===== config.mk =====
export PLATFORM = sky130hd
export DESIGN_NAME = battery_cell_monitor_balancer_core_flat
export DESIGN_NICKNAME = d
export VERILOG_FILES = /design/src/hw/rtl/bcmb_pkg.sv /design/src/hw/rtl/bcmb_in_if.sv /design/src/hw/rtl/bcmb_out_if.sv /design/src/hw/rtl/bcmb_cfg_if.sv /design/src/hw/rtl/battery_cell_monitor_balancer_core.sv /design/src/flat_wrapper.sv
export SDC_FILE = /design/constraint.sdc
export NUM_CORES = 1
export LEC_CHECK = 0
export ABC_AREA = 1
export BUFFER_PORTS_ARGS = -buffer_cell sky130_fd_sc_hd__buf_2
export CELL_PAD_IN_SITES_DETAIL_PLACEMENT = 1
export CELL_PAD_IN_SITES_GLOBAL_PLACEMENT = 1
export CORE_ASPECT_RATIO = 1.4
export CORE_MARGIN = 2
export CORE_UTILIZATION = 30
export CTS_CLUSTER_SIZE = 30
export DETAILED_ROUTE_END_ITERATION = 6
export PLACE_DENSITY = 0.54
export SLEW_MARGIN = 10
export SYNTH_ARGS = -nofsm -noshare
export SYNTH_HDL_FRONTEND = slang
export SYNTH_SLANG_ARGS = --single-unit

===== constraint.sdc =====
create_clock -name clk_i -period 7.4 [get_ports clk_i]
set_input_delay 0 -clock clk_i [delete_from_list [all_inputs] [get_ports clk_i]]
set_output_delay 0 -clock clk_i [all_outputs]
set_load 0.02 [all_outputs]

===== src/hw/rtl/bcmb_pkg.sv =====
// ----------------------------------------------------------------------------
// bcmb_pkg
// shared types and codes of the battery cell monitor and balancer
// ----------------------------------------------------------------------------
package bcmb_pkg;

  localparam int unsigned NumCells = 3;
  localparam int unsigned CfgIdxW  = 3;
  localparam int unsigned CfgDataW = 16;

  // configuration register indexes
  typedef enum logic [CfgIdxW-1:0] {
    CFG_VOLT_MIN  = 3'd0,
    CFG_VOLT_MAX  = 3'd1,
    CFG_TEMP_MIN  = 3'd2,
    CFG_TEMP_MAX  = 3'd3,
    CFG_CHG_LIM   = 3'd4,
    CFG_DSG_LIM   = 3'd5,
    CFG_BAL_START = 3'd6,
    CFG_BAL_STOP  = 3'd7
  } cfg_reg_e;

  // latched fault codes
  typedef enum logic [1:0] {
    FAULT_CLEAR   = 2'd0,
    FAULT_VOLTAGE = 2'd1,
    FAULT_THERMAL = 2'd2,
    FAULT_CURRENT = 2'd3
  } fault_code_e;

  // one scan
  typedef struct packed {
    logic [11:0]        cell1_adc;
    logic [11:0]        cell2_adc;
    logic [11:0]        cell3_adc;
    logic signed [7:0]  cell1_temp;
    logic signed [7:0]  cell2_temp;
    logic signed [7:0]  cell3_temp;
    logic [11:0]        current_adc;
    logic               button_level;
  } in_item_t;

  // one status report
  typedef struct packed {
    logic               relay_closed;
    logic [2:0]         balance_mask;
    logic [1:0]         fault_code;
    logic [1:0]         fault_cell;
    logic signed [15:0] fault_value;
    logic               halted;
    logic [12:0]        min_cell_voltage;
    logic signed [15:0] pack_current;
  } out_item_t;

  // configuration write
  typedef struct packed {
    logic [CfgIdxW-1:0]  index;
    logic [CfgDataW-1:0] data;
  } cfg_item_t;

endpackage


===== src/hw/rtl/bcmb_in_if.sv =====
// ----------------------------------------------------------------------------
// bcmb_in_if
// scan channel, valid/ready with one scan per item
// ----------------------------------------------------------------------------
interface bcmb_in_if;
  import bcmb_pkg::*;

  logic     valid;
  logic     ready;
  in_item_t data;

  modport source (output valid, output data, input ready);
  modport sink   (input valid, input data, output ready);
endinterface


===== src/hw/rtl/bcmb_out_if.sv =====
// ----------------------------------------------------------------------------
// bcmb_out_if
// status channel, valid/ready with one report per item
// ----------------------------------------------------------------------------
interface bcmb_out_if;
  import bcmb_pkg::*;

  logic      valid;
  logic      ready;
  out_item_t data;

  modport source (output valid, output data, input ready);
  modport sink   (input valid, input data, output ready);
endinterface


===== src/hw/rtl/bcmb_cfg_if.sv =====
// ----------------------------------------------------------------------------
// bcmb_cfg_if
// configuration write channel, register index and write data
// ----------------------------------------------------------------------------
interface bcmb_cfg_if;
  import bcmb_pkg::*;

  logic      valid;
  logic      ready;
  cfg_item_t data;

  modport source (output valid, output data, input ready);
  modport sink   (input valid, input data, output ready);
endinterface


===== src/hw/rtl/battery_cell_monitor_balancer_core.sv =====
// ----------------------------------------------------------------------------
// battery_cell_monitor_balancer_core
// three-cell protection with fault latch, power-off and passive balancing
// ----------------------------------------------------------------------------
//
//   channel  dir  handshake            payload
//   in_i     in   valid/ready          one scan: adc readings, temps, button
//   out_o    out  valid/ready          relay, balance mask, fault, min, current
//   cfg_i    in   valid/ready (ready=1) register index and write data
//
// one item per cycle unless out_o stalls; scans pass stage one and out_q
// stage one converts the raw readings (a constant multiply per cell),
// stage two runs the fault checks, balancing and the state update
// reset clears the pipeline valids, halt, fault latch, balance bits and
// loads the default thresholds; only reset ends a halt
// a stall on out_o holds stage two and drops in_i.ready once stage one is full
//
module battery_cell_monitor_balancer_core (
  input  logic       clk_i,
  input  logic       rst_ni,
  bcmb_in_if.sink    in_i,
  bcmb_out_if.source out_o,
  bcmb_cfg_if.sink   cfg_i
);
  import bcmb_pkg::*;

  // default thresholds
  localparam logic [15:0]        VoltMinRst  = 16'd3277;
  localparam logic [15:0]        VoltMaxRst  = 16'd4403;
  localparam logic signed [7:0]  TempMinRst  = 8'sd0;
  localparam logic signed [7:0]  TempMaxRst  = 8'sd60;
  localparam logic [14:0]        ChgLimRst   = 15'd25600;
  localparam logic [14:0]        DsgLimRst   = 15'd25600;
  localparam logic [15:0]        BalStartRst = 16'd204;
  localparam logic [15:0]        BalStopRst  = 16'd52;

  // reciprocal of 5 scaled by 2^18, exact for quotients of values below 2^18
  localparam logic [15:0] RecipFive   = 16'd52429;
  localparam logic signed [16:0] AmpsOffset = 17'sd25600;

  // volts*1024 = floor(raw*33/40)*2, with /40 as >>3 then times 1/5
  function automatic logic [12:0] cell_volts(input logic [11:0] raw);
    logic [17:0] x;
    logic [14:0] y;
    logic [31:0] p;
    logic [11:0] q;
    x = 18'({raw, 5'b0}) + 18'(raw);
    y = x[17:3];
    p = 32'(y) * 32'(RecipFive);
    q = p[29:18];
    return {q, 1'b0};
  endfunction

  // amps*1024 = floor(raw*25/2) - 25600
  function automatic logic signed [15:0] pack_amps(input logic [11:0] raw);
    logic [16:0]        x;
    logic [15:0]        h;
    logic signed [16:0] s;
    x = 17'({raw, 4'b0}) + 17'({raw, 3'b0}) + 17'(raw);
    h = x[16:1];
    s = $signed({1'b0, h}) - AmpsOffset;
    return s[15:0];
  endfunction

  // configuration registers
  logic [15:0]       volt_min_q, volt_max_q, bal_start_q, bal_stop_q;
  logic signed [7:0] temp_min_q, temp_max_q;
  logic [14:0]       chg_lim_q, dsg_lim_q;

  assign cfg_i.ready = 1'b1;

  always_ff @(posedge clk_i or negedge rst_ni) begin
    if (!rst_ni) begin
      volt_min_q  <= VoltMinRst;
      volt_max_q  <= VoltMaxRst;
      temp_min_q  <= TempMinRst;
      temp_max_q  <= TempMaxRst;
      chg_lim_q   <= ChgLimRst;
      dsg_lim_q   <= DsgLimRst;
      bal_start_q <= BalStartRst;
      bal_stop_q  <= BalStopRst;
    end else if (cfg_i.valid) begin
      unique case (cfg_reg_e'(cfg_i.data.index))
        CFG_VOLT_MIN:  volt_min_q  <= cfg_i.data.data;
        CFG_VOLT_MAX:  volt_max_q  <= cfg_i.data.data;
        CFG_TEMP_MIN:  temp_min_q  <= $signed(cfg_i.data.data[7:0]);
        CFG_TEMP_MAX:  temp_max_q  <= $signed(cfg_i.data.data[7:0]);
        CFG_CHG_LIM:   chg_lim_q   <= cfg_i.data.data[14:0];
        CFG_DSG_LIM:   dsg_lim_q   <= cfg_i.data.data[14:0];
        CFG_BAL_START: bal_start_q <= cfg_i.data.data;
        CFG_BAL_STOP:  bal_stop_q  <= cfg_i.data.data;
        default: ;
      endcase
    end
  end

  // pipeline flow: stage two moves whenever it holds a scan and the output
  // register is free or being emptied in this cycle
  logic s1_valid_q, out_valid_q;
  logic advance;

  assign advance     = s1_valid_q && (!out_valid_q || out_o.ready);
  assign in_i.ready  = !s1_valid_q || advance;
  assign out_o.valid = out_valid_q;

  // stage one: converted scan
  logic [12:0]        s1_volt_q [NumCells];
  logic signed [7:0]  s1_temp_q [NumCells];
  logic signed [15:0] s1_amps_q;
  logic               s1_button_q;

  always_ff @(posedge clk_i or negedge rst_ni) begin
    if (!rst_ni) begin
      s1_valid_q <= 1'b0;
    end else if (in_i.ready) begin
      s1_valid_q <= in_i.valid;
    end
  end

  always_ff @(posedge clk_i) begin
    if (in_i.valid && in_i.ready) begin
      s1_volt_q[0] <= cell_volts(in_i.data.cell1_adc);
      s1_volt_q[1] <= cell_volts(in_i.data.cell2_adc);
      s1_volt_q[2] <= cell_volts(in_i.data.cell3_adc);
      s1_temp_q[0] <= in_i.data.cell1_temp;
      s1_temp_q[1] <= in_i.data.cell2_temp;
      s1_temp_q[2] <= in_i.data.cell3_temp;
      s1_amps_q    <= pack_amps(in_i.data.current_adc);
      s1_button_q  <= in_i.data.button_level;
    end
  end

  // protection state
  logic               halt_q, halt_d;
  logic [2:0]         bal_q, bal_d;
  logic [1:0]         fcode_q, fcode_d;
  logic [1:0]         fcell_q, fcell_d;
  logic signed [15:0] fvalue_q, fvalue_d;

  // stage two: checks and state update
  logic [12:0]        vmin;
  logic [12:0]        gap [NumCells];
  logic               cell_trip [NumCells];
  logic [1:0]         cell_code [NumCells];
  logic signed [15:0] cell_val  [NumCells];
  logic               any_trip;
  logic [1:0]         trip_code;
  logic [1:0]         trip_cell;
  logic signed [15:0] trip_val;
  logic signed [16:0] amps_ext;
  logic signed [16:0] chg_neg;
  logic signed [16:0] dsg_pos;

  always_comb begin
    // lowest cell of this scan
    vmin = s1_volt_q[0];
    for (int i = 1; i < NumCells; i++) begin
      if (s1_volt_q[i] < vmin) begin
        vmin = s1_volt_q[i];
      end
    end

    // per-cell check: under-voltage, over-voltage, under-temp, over-temp
    for (int i = 0; i < NumCells; i++) begin
      gap[i]       = s1_volt_q[i] - vmin;
      cell_trip[i] = 1'b1;
      cell_code[i] = FAULT_VOLTAGE;
      cell_val[i]  = $signed({3'b0, s1_volt_q[i]});
      priority if ({3'b0, s1_volt_q[i]} < volt_min_q) begin
        cell_code[i] = FAULT_VOLTAGE;
      end else if ({3'b0, s1_volt_q[i]} > volt_max_q) begin
        cell_code[i] = FAULT_VOLTAGE;
      end else if (s1_temp_q[i] < temp_min_q) begin
        cell_code[i] = FAULT_THERMAL;
        cell_val[i]  = 16'(s1_temp_q[i]);
      end else if (s1_temp_q[i] > temp_max_q) begin
        cell_code[i] = FAULT_THERMAL;
        cell_val[i]  = 16'(s1_temp_q[i]);
      end else begin
        cell_trip[i] = 1'b0;
      end
    end

    // pack current window
    amps_ext = 17'(s1_amps_q);
    chg_neg  = -$signed({2'b0, chg_lim_q});
    dsg_pos  = $signed({2'b0, dsg_lim_q});

    // lowest cell index wins, current comes last
    any_trip  = 1'b1;
    trip_code = FAULT_CURRENT;
    trip_cell = 2'd0;
    trip_val  = s1_amps_q;
    priority if (cell_trip[0]) begin
      trip_code = cell_code[0];
      trip_cell = 2'd0;
      trip_val  = cell_val[0];
    end else if (cell_trip[1]) begin
      trip_code = cell_code[1];
      trip_cell = 2'd1;
      trip_val  = cell_val[1];
    end else if (cell_trip[2]) begin
      trip_code = cell_code[2];
      trip_cell = 2'd2;
      trip_val  = cell_val[2];
    end else if (amps_ext < chg_neg || amps_ext > dsg_pos) begin
      trip_code = FAULT_CURRENT;
    end else begin
      any_trip = 1'b0;
    end

    // next state: once halted, everything holds
    halt_d   = halt_q;
    bal_d    = bal_q;
    fcode_d  = fcode_q;
    fcell_d  = fcell_q;
    fvalue_d = fvalue_q;
    if (!halt_q) begin
      if (any_trip) begin
        halt_d   = 1'b1;
        fcode_d  = trip_code;
        fcell_d  = trip_cell;
        fvalue_d = trip_val;
      end else begin
        // hysteresis: stop wins when both thresholds hit
        for (int i = 0; i < NumCells; i++) begin
          if ({3'b0, gap[i]} > bal_start_q) begin
            bal_d[i] = 1'b1;
          end
          if ({3'b0, gap[i]} < bal_stop_q) begin
            bal_d[i] = 1'b0;
          end
        end
        // button released means power off
        if (!s1_button_q) begin
          halt_d = 1'b1;
        end
      end
    end
  end

  always_ff @(posedge clk_i or negedge rst_ni) begin
    if (!rst_ni) begin
      halt_q   <= 1'b0;
      bal_q    <= 3'b0;
      fcode_q  <= FAULT_CLEAR;
      fcell_q  <= 2'd0;
      fvalue_q <= 16'sd0;
    end else if (advance) begin
      halt_q   <= halt_d;
      bal_q    <= bal_d;
      fcode_q  <= fcode_d;
      fcell_q  <= fcell_d;
      fvalue_q <= fvalue_d;
    end
  end

  // output register
  out_item_t out_q;

  always_ff @(posedge clk_i or negedge rst_ni) begin
    if (!rst_ni) begin
      out_valid_q <= 1'b0;
    end else if (advance) begin
      out_valid_q <= 1'b1;
    end else if (out_o.ready) begin
      out_valid_q <= 1'b0;
    end
  end

  always_ff @(posedge clk_i) begin
    if (advance) begin
      out_q.relay_closed     <= !halt_d;
      out_q.balance_mask     <= bal_d;
      out_q.fault_code       <= fcode_d;
      out_q.fault_cell       <= fcell_d;
      out_q.fault_value      <= fvalue_d;
      out_q.halted           <= halt_d;
      out_q.min_cell_voltage <= vmin;
      out_q.pack_current     <= s1_amps_q;
    end
  end

  assign out_o.data = out_q;

endmodule

===== src/flat_wrapper.sv =====
// flat-port wrapper written by rule: the top's interface ports become plain ports
module battery_cell_monitor_balancer_core_flat import bcmb_pkg::*;
  (clk_i, rst_ni, in_i_valid, in_i_data, in_i_ready, out_o_valid, out_o_data, out_o_ready, cfg_i_valid, cfg_i_data, cfg_i_ready);
  bcmb_in_if in_i_i ();
  bcmb_out_if out_o_i ();
  bcmb_cfg_if cfg_i_i ();
  input  logic clk_i;
  input  logic rst_ni;
  input wire logic [$bits(in_i_i.valid)-1:0] in_i_valid;
  input wire logic [$bits(in_i_i.data)-1:0] in_i_data;
  output wire logic [$bits(in_i_i.ready)-1:0] in_i_ready;
  output wire logic [$bits(out_o_i.valid)-1:0] out_o_valid;
  output wire logic [$bits(out_o_i.data)-1:0] out_o_data;
  input wire logic [$bits(out_o_i.ready)-1:0] out_o_ready;
  input wire logic [$bits(cfg_i_i.valid)-1:0] cfg_i_valid;
  input wire logic [$bits(cfg_i_i.data)-1:0] cfg_i_data;
  output wire logic [$bits(cfg_i_i.ready)-1:0] cfg_i_ready;
  assign in_i_i.valid = in_i_valid;
  assign in_i_i.data = in_i_data;
  assign in_i_ready = in_i_i.ready;
  assign out_o_valid = out_o_i.valid;
  assign out_o_data = out_o_i.data;
  assign out_o_i.ready = out_o_ready;
  assign cfg_i_i.valid = cfg_i_valid;
  assign cfg_i_i.data = cfg_i_data;
  assign cfg_i_ready = cfg_i_i.ready;
  battery_cell_monitor_balancer_core u_core (.clk_i(clk_i), .rst_ni(rst_ni), .in_i(in_i_i), .out_o(out_o_i), .cfg_i(cfg_i_i));
endmodule

==> results of run 1 <==
-- area by class of cell --
type                    count  area share, %
flip-flops and latches    266           21.1
inverters                 658           7.12
well taps                1330           4.79
repair buffers            263           5.01
clock buffers              30           2.13
clock inverters            24          0.746
multi-input cells        2580           59.1
-- cell families (layout without fill, tap and decap cells) --
family | count (synthesis) | count (layout) | synth area share, %
simple gates | 1053 | 1053 | 14.8
other cells | 2 | 2 | 0.0246
xor+xnor | 116 | 116 | 3.33
flops | 266 | 266 | 24.1
fa+ha+maj | 810 | 810 | 37.9
compound gates | 599 | 599 | 11.2
buf+inv | 698 | 975 | 8.73
-- flip-flops by register name, indices dropped and copies added (netlist names), 2 cells and up --
name                cells
u_core.out_o.data      53
u_core.fcode_q          2
u_core.s1_amps_q       16
u_core.bal_start_q     16
u_core.s1_temp_q       24
u_core.fvalue_q        16
u_core.bal_q            3
u_core.volt_max_q      16
u_core.chg_lim_q       15
u_core.dsg_lim_q       15
u_core.fcell_q          2
u_core.temp_max_q       8
u_core.temp_min_q       8
u_core.bal_stop_q      16
u_core.s1_volt_q       36
u_core.volt_min_q      16
-- cells in the final DEF (no fill, tap or decap), types with 10 or more instances in the layout --
| master | synthesis | routed |
|---|---|---|
| nor2_1 | 139 | 139 |
| o21a_1 | 19 | 19 |
| edfxtp_1 | 130 | 130 |
| dfstp_2 | 30 | 30 |
| or2_2 | 11 | 11 |
| clkinv_2 | 0 | 10 |
| fa_1 | 189 | 189 |
| buf_2 | 2 | 150 |
| nand2_1 | 641 | 641 |
| nor3_1 | 28 | 27 |
| ha_1 | 621 | 621 |
| nand2_2 | 18 | 18 |
| a211oi_1 | 11 | 10 |
| xnor2_1 | 27 | 27 |
| buf_4 | 3 | 57 |
| dlygate4sd3_1 | 0 | 55 |
| xor2_1 | 89 | 89 |
| clkbuf_16 | 0 | 29 |
| o21bai_1 | 23 | 23 |
| dfrtp_1 | 106 | 106 |
| o21ai_0 | 239 | 239 |
| inv_1 | 653 | 651 |
| nand3_1 | 117 | 117 |
| a21oi_1 | 215 | 215 |
| a21boi_0 | 10 | 10 |
| nand4_1 | 56 | 56 |
-- metrics by stage --
stage | area [µm²] | std cells
final | 34700 | 5151
after global routing | 34700 | 5151
after global placement | 33200 | 5042
after floorplan | 30500 | 3544
after CTS | 34700 | 5151
after detailed placement | 33200 | 5042
-- per-layer routing --
metal,global-route usage [%],share of wire [%],up-vias
li1,-,-,12300
met1,22.4,41,12000
met2,38.1,55,229
met3,1.01,1.7,86
met4,4.34,2.1,0
met5,0,0,-
-- worst max-delay path: cells and delay by family, from the launching register on --
family | cells | cell delay, ps
and+or+nand+nor | 21 | 2740
AOI/OAI and AO/OA | 7 | 1200
adders and majority gates | 4 | 1350
buffers and inverters | 6 | 780
DFF | 1 | 540
-- worst paths after layout --
| path | from | endpoint | cells after the start |
|---|---|---|---|
| min reg2reg | u_core.fvalue_q[8]$_DFFE_PN0P_ | u_core.fvalue_q[8]$_DFFE_PN0P_ | 2 |
| max reg2reg | u_core.s1_volt_q[0][9]$_DFFE_PP_ | u_core.bal_q[2]$_DFFE_PN0P_ | 38 |
| min in group clk_i | cfg_i_data[17] | u_core.temp_max_q[4]$_DFFE_PN1P_ | 3 |
| max | u_core.s1_volt_q[0][9]$_DFFE_PP_ | u_core.bal_q[2]$_DFFE_PN0P_ | 38 |
| min | rst_ni | u_core.chg_lim_q[3]$_DFFE_PN0P_ | 2 |
| max in group asynchronous | rst_ni | u_core.bal_start_q[9]$_DFFE_PN0P_ | 3 |
-- repair_timing --
| action | 4_1_cts | 5_1_grt |
|---|---|---|
| hold buffers | 55 | 0 |
| endpoints found under the setup margin | 0 | 3 |
| resized for setup | 0 | 1 |
| hold endpoints to repair | 165 | 0 |
==> results_dict.tcl, run 1 <==
set metrics [dict create \
    run_status "finished clean" \
    finalCritPeriodShare_pct 90.6 \
    hpwl_um 84800 \
    yosys.area.top_type "ha_1" \
    final_util_pct 34.4 \
    max_freq_mhz 149 \
    die_x_um 274 \
    avgSynthCellArea_um2 8.61 \
    clkTransAtPathRegs_ps 80 \
    setup_viol 0 \
    worstHoldPathType "in -> async" \
    clk_latency_ps 630 \
    layout_setup_ws_ps 693 \
    yosysSeqAreaShare_pct 24.1 \
    io_pins 154 \
    place_ws_ps 300 \
    worstMarginPinSlew_ps 1140 \
    vias 24600 \
    antennaDiodeCount 0 \
    yosysUniqueCellTypes 67 \
    io_buffers 151 \
    multiInputGateArea_mm2 0.0205 \
    antenna_found_initial 0 \
    avgRoutedWirePerCell_um 19.4 \
    setup_tns_ps 0 \
    cts_root_buf "clkbuf_16" \
    critical_path_class "reg -> reg" \
    startpoint_type "register" \
    dieArea_mm2 0.104 \
    synth_nets 4451 \
    cp_common_cell "nand2_1" \
    critPathSlowestCell "edfxtp_1" \
    wl_um 99900 \
    drc 0 \
    r2r_slack_ps 690 \
    max_slew_margin_pct 24.3 \
    end_kind "register" \
    synth-edff-count 130 \
    viasPerCell 4.78 \
    hold_viol 0 \
    fin_skew_ps 22.3 \
    cp.required_ps 7930 \
    yosys_warnings 0 \
    ys_ff_latch 266 \
    core_mm2 0.101 \
    hold_slack_ps 2.41 \
    finalMaxSlewViolations 0 \
    drv_cap 0 \
    syn_inst 3544 \
    die_y_um 381 \
    synthTopCellsByArea "ha_1 25%, edfxtp_1 13%, fa_1 12%" \
    synth.most_common_cell "inv_1" \
    track_usage_pct 19.3 \
    syn_area_mm2 0.0305 \
    regArea_mm2 0.00734 \
    area_growth_pct 13.8 \
    synth.top_cell.area_share_pct 25.5 \
    worstPathMaxFanout 23 \
    worstPathArrival_ps 7240 \
    nNetsFinal 4705 \
    clockBufferDepth 3 \
    async_flop_share_pct 51.1 \
    start_util_pct 30.2 \
    drt_pre_antenna_iters 5 \
    overflow 0 \
    drive_above_1_share_pct 9.34 \
    postCtsSetupBuffers 0 \
    grt_max_degree 81 \
    synth_ff_type "edfxtp_1" \
    gp_congestion 0.859 \
    h-tree-depth 1 \
    period_minus_slack_ps 6710 \
    grt_pass1_vias 26700 \
    drtAntennaViolNets 0 \
    synth_commonest_cells "653 x inv_1, 641 x nand2_1, 621 x ha_1, 239 x o21ai_0, 215 x a21oi_1" \
    max_stage_delay_ps 540 \
    cts_inserted_buffers 29 \
    clock_sinks 266 \
    rows 138 \
    fillers 12000 \
    rsz0062_at_grt "false" \
    grt_pass1_wl_um 155000 \
    cts_tree "done" \
    dr.first_iter.drc_count 876 \
]
Power of run 1 is not shown: default switching activity piles up to over one toggle a cycle in this logic, so the estimate is an artifact.
==> run 2, diff against run 1 <==
Settings changed: BUFFER_PORTS_ARGS -buffer_cell sky130_fd_sc_hd__buf_2 to unset, CELL_PAD_IN_SITES_DETAIL_PLACEMENT 1 to unset, CELL_PAD_IN_SITES_GLOBAL_PLACEMENT 1 to unset, DONT_BUFFER_PORTS set to 1, PLACE_DENSITY 0.54 to 0.43.
==> run 2 against run 1 <==
Net effect: first-iteration DRC count increased by 35%; wire length down 5.9%; the flow now finishes with violations (hold timing); register-to-register slack improved by 200 ps; critical path type unchanged; final cell count is 2.2% lower.
==> results_dict.tcl, run 2 (synthesis gave the netlist of run 1 again) <==
set metrics [dict create \
    grt_pass1_vias 24700 \
    drtAntennaViolNets 0 \
    area_growth_pct 12.8 \
    critPathSlowestCell "edfxtp_1" \
    avgRoutedWirePerCell_um 18.7 \
    finalMaxSlewViolations 0 \
    max_slew_margin_pct 23.8 \
    track_usage_pct 18.1 \
    cts_root_buf "clkbuf_16" \
    max_stage_delay_ps 540 \
    drt_pre_antenna_iters 5 \
    period_minus_slack_ps 6510 \
    setup_tns_ps 0 \
    postCtsSetupBuffers 0 \
    startpoint_type "register" \
    rows 138 \
    die_y_um 381 \
    end_kind "register" \
    drc 0 \
    nNetsFinal 4590 \
    regArea_mm2 0.00734 \
    grt_pass1_wl_um 145000 \
    worstHoldPathType "in -> async" \
    met3_usage_pct 1.21 \
    largest_reg_flops 53 \
    max_freq_mhz 154 \
    grt_max_degree 137 \
    gp_congestion 0.895 \
    use_met2_pct 34.6 \
    dr.first_iter.drc_count 1186 \
    clockBufferDepth 3 \
    cts_inserted_buffers 31 \
    io_pins 154 \
    vias 23900 \
    violations "hold timing" \
    drv_cap 0 \
    grt_use_met1_pct 21.2 \
    critical_path_class "reg -> reg" \
    core_mm2 0.101 \
    hpwl_um 78600 \
    fin_skew_ps 37.6 \
    final_common_cell "inv_1" \
    drive_above_1_share_pct 5.13 \
    antennaDiodeCount 0 \
    fillers 10700 \
    hold_viol 11 \
    wl_um 94100 \
    cp.required_ps 7910 \
    worstPathArrival_ps 7020 \
    h-tree-depth 1 \
    hold_slack_ps -40.4 \
    multiInputGateArea_mm2 0.0205 \
    clock_sinks 266 \
    overflow 0 \
    cp_common_cell "nand2_1" \
    clkTransAtPathRegs_ps 80 \
    setup_viol 0 \
    worstMarginPinSlew_ps 1140 \
    busiest_layer "met2" \
    dieArea_mm2 0.104 \
    io_buffers 0 \
    run_status "finished with violations" \
    final_cell_mix "651 x inv_1, 641 x nand2_1, 621 x ha_1" \
    clk_latency_ps 620 \
    worstPathMaxFanout 23 \
    antenna_found_initial 0 \
    die_x_um 274 \
    cts_tree "done" \
    finalCritPeriodShare_pct 88.0 \
    start_util_pct 30.2 \
    viasPerCell 4.75 \
    rsz0062_at_grt "false" \
]
==> run 2: changes by cell type in the layout (fill, tap and decap cells not counted), moves of 2 or more <==
cell | previous run | this run
clkinvlp_4 | 6 | 2
clkinv_1 | 2 | 0
clkbuf_1 | 0 | 4
clkbuf_8 | 1 | 3
inv_6 | 2 | 4
clkbuf_16 | 29 | 32
dlygate4sd3_1 | 55 | 105
buf_4 | 57 | 40
buf_2 | 150 | 0
==> run 2: through the flow <==
stage / util [%] / std cells / instance area (µm²) / hold WS, ps / setup slack, ps
after floorplan: - / 3544 / 30500 / -296 / 1150
after global placement: 32.0 / 4874 / 32300 / -286 / 513
after detailed placement: 32.0 / 4874 / 32300 / -287 / 367
after CTS: 34.1 / 5037 / 34400 / 2.29 / 824
after global routing: 34.1 / 5037 / 34400 / 20.1 / 250
final: 34.1 / 5037 / 34400 / -40.4 / 890
==> run 2: timing repair <==
| item | CTS | global route |
|---|---|---|
| hold buffers | 106 | 0 |
| gates resized for setup | 0 | 0 |
| hold endpoints to repair | 279 | 0 |
==> run 2: worst paths after layout <==
check	start	endpoint	slack, ps	cells past startpoint
setup / recovery	u_core.s1_volt_q[0][7]$_DFFE_PP_	u_core.bal_q[1]$_DFFE_PN0P_	890	34
hold / removal	rst_ni	u_core.bal_stop_q[8]$_DFFE_PN0P_	-40	2
hold reg to reg	u_core.fvalue_q[8]$_DFFE_PN0P_	u_core.fvalue_q[8]$_DFFE_PN0P_	480	2
max in group asynchronous	rst_ni	u_core.temp_max_q[0]$_DFFE_PN0P_	6660	2
setup reg to reg	u_core.s1_volt_q[0][7]$_DFFE_PP_	u_core.bal_q[1]$_DFFE_PN0P_	890	34
min in group clk_i	cfg_i_data[18]	u_core.temp_max_q[3]$_DFFE_PN1P_	30	3
==> run 2: layer usage <==
layer | wire (µm) | part of all wire (%) | vias up
met5 | 0 | 0 | -
met4 | 3070 | 3.3 | 0
met3 | 2400 | 2.5 | 108
met2 | 49800 | 53 | 344
met1 | 38800 | 41 | 11400
li1 | - | - | 12100
==> run 2: cell type report <==
cell class / instances / area share (%)
timing repair buffer: 146 / 4.01
sequential: 266 / 21.3
clock buffer: 39 / 2.49
tap: 1330 / 4.84
multi-input combinational: 2580 / 59.6
inverter: 658 / 7.18
clock inverter: 18 / 0.560
==> run 2: worst max-delay path, delay by kind of cell (launching register included) <==
family / cells / cell delay (ps)
DFF: 1 / 540
and+or+nand+nor: 13 / 1470
AOI/OAI and AO/OA: 13 / 2460
buffers and inverters: 4 / 610
adders and majority gates: 4 / 1330
Power of run 2 is left out for the same reason.
==> run 3, diff against run 2 <==
Settings changed: CORE_MARGIN 2 to unset, SKIP_LAST_GASP set to 1.
==> run 3 against run 2 <==
Net effect: the flow still finishes with violations (hold timing); global-route usage increased by 0.15 points; via count increased by 0.39%; cell area about the same; fmax decreased by 1.1%; final cell count about the same; setup slack got worse by 71 ps; core utilization about the same; critical endpoint unchanged; register-to-register slack got worse by 70 ps; highest routed layer unchanged; first-iteration DRC count increased by 0.93%.
==> results_dict.tcl, run 3 (synthesis gave the netlist of run 1 again) <==
set metrics [dict create \
    run_status "finished with violations" \
    violations "hold timing" \
    wl_um 93900 \
    worstPathArrival_ps 7090 \
    crit_buf_inv 4 \
    final_cell_mix "651 x inv_1, 641 x nand2_1, 621 x ha_1" \
    final_common_cell "inv_1" \
    vias 24000 \
    cts_root_buf "clkbuf_16" \
    io_buffers 0 \
    cts_inserted_buffers 29 \
    multiInputGateArea_mm2 0.0205 \
    nNetsFinal 4595 \
    cp_common_cell "nand2_1" \
    setup_viol 0 \
    finalMaxSlewViolations 0 \
    drt_pre_antenna_iters 5 \
    antenna_found_initial 0 \
    cts-resized-gates 0 \
    grt_pass1_vias 24800 \
    rows 138 \
    drtAntennaViolNets 0 \
    worstMarginPinSlew_ps 1200 \
    max_stage_delay_ps 520 \
    crit_family "compound AO/OA/AOI/OAI gates" \
    track_usage_pct 18.2 \
    core_mm2 0.101 \
    worstPathMaxFanout 23 \
    critPathSlowestCell "edfxtp_1" \
    drv_cap 0 \
    clk_latency_ps 620 \
    die_x_um 272 \
    drive_above_1_share_pct 4.74 \
    start_util_pct 30.2 \
    max_freq_mhz 152 \
    regArea_mm2 0.00734 \
    startpoint_type "register" \
    die_y_um 379 \
    h-tree-depth 1 \
    clock_sinks 266 \
    hpwl_um 78400 \
    clockBufferDepth 3 \
    avgRoutedWirePerCell_um 18.6 \
    antennaDiodeCount 0 \
    hold_slack_ps -32.7 \
    area_growth_pct 12.7 \
    drc 0 \
    clkTransAtPathRegs_ps 80 \
    postCtsSetupBuffers 0 \
    hold_viol 14 \
    dieArea_mm2 0.103 \
    period_minus_slack_ps 6580 \
    max_slew_margin_pct 19.8 \
    setup_tns_ps 0 \
    finalNonFillerCells 5041 \
    fin_skew_ps 25.3 \
    dr.first_iter.drc_count 1197 \
    gp_congestion 0.888 \
    cts_tree "done" \
    cp.required_ps 7910 \
    grt_pass1_wl_um 145000 \
    critical_path_class "reg -> reg" \
    finalCritPeriodShare_pct 88.9 \
    fillers 10600 \
    worstHoldPathType "in -> async" \
    end_kind "register" \
    rsz0062_at_grt "false" \
    io_pins 154 \
    overflow 0 \
    grt_max_degree 137 \
    dpl.cell_count 4870 \
    largest_reg_flops 53 \
    final_util_pct 34.1 \
    viasPerCell 4.76 \
]
[run 3: per-layer routing]
layer	track usage (%)	vias up	share of wire, %
met3	1.25	126	2.5
li1	-	12100	-
met2	34.7	378	52
met1	20.9	11400	41
met4	7.22	0	4.1
met5	0	-	0
[run 3: final timing paths]
| path | startpoint | to | slack, ps | cells after the start |
|---|---|---|---|---|
| setup / recovery | u_core.s1_volt_q[0][5]$_DFFE_PP_ | u_core.bal_q[1]$_DFFE_PN0P_ | 820 | 36 |
| hold / removal | rst_ni | u_core.bal_stop_q[6]$_DFFE_PN0P_ | -30 | 2 |
| setup reg to reg | u_core.s1_volt_q[0][5]$_DFFE_PP_ | u_core.bal_q[1]$_DFFE_PN0P_ | 820 | 36 |
| hold reg to reg | u_core.fvalue_q[7]$_DFFE_PN0P_ | u_core.fvalue_q[7]$_DFFE_PN0P_ | 480 | 2 |
| max in group asynchronous | rst_ni | u_core.temp_max_q[0]$_DFFE_PN0P_ | 6680 | 2 |
| min in group clk_i | in_i_data[0] | u_core.s1_button_q$_DFFE_PP_ | 30 | 1 |
[run 3: layout make-up]
type	count	area share, %
Inverter	658	7.19
Multi-Input combinational cell	2580	59.6
Tap cell	1330	4.84
Sequential cell	266	21.4
Clock buffer	35	2.18
Clock inverter	19	0.596
Timing Repair Buffer	153	4.24
[run 3: repair_timing]
action | in CTS | in global routing
setup endpoints to repair | 0 | 0
hold endpoints to repair | 283 | 0
hold buffers | 117 | 0
[run 3: per-stage QoR]
| step | area, µm² | worst slack, ps |
|---|---|---|
| 6_report | 34400 | 819 |
| 5_1_grt | 34400 | 231 |
| 4_1_cts | 34400 | 865 |
| 3_5_place_dp | 32300 | 421 |
| 3_3_place_gp | 32300 | 511 |
| 2_1_floorplan | 30500 | 1150 |
[run 3: worst reg2reg max path, delay by kind of cell, from the launching register on]
family,cells,cell delay (ps)
AO/OA/AOI/OAI,12,2310
AND/OR/NAND/NOR,16,1670
adder cells (fa/ha/maj),4,1290
buffers and inverters,4,720
flip-flops,1,520
Power of run 3 is left out for the same reason.
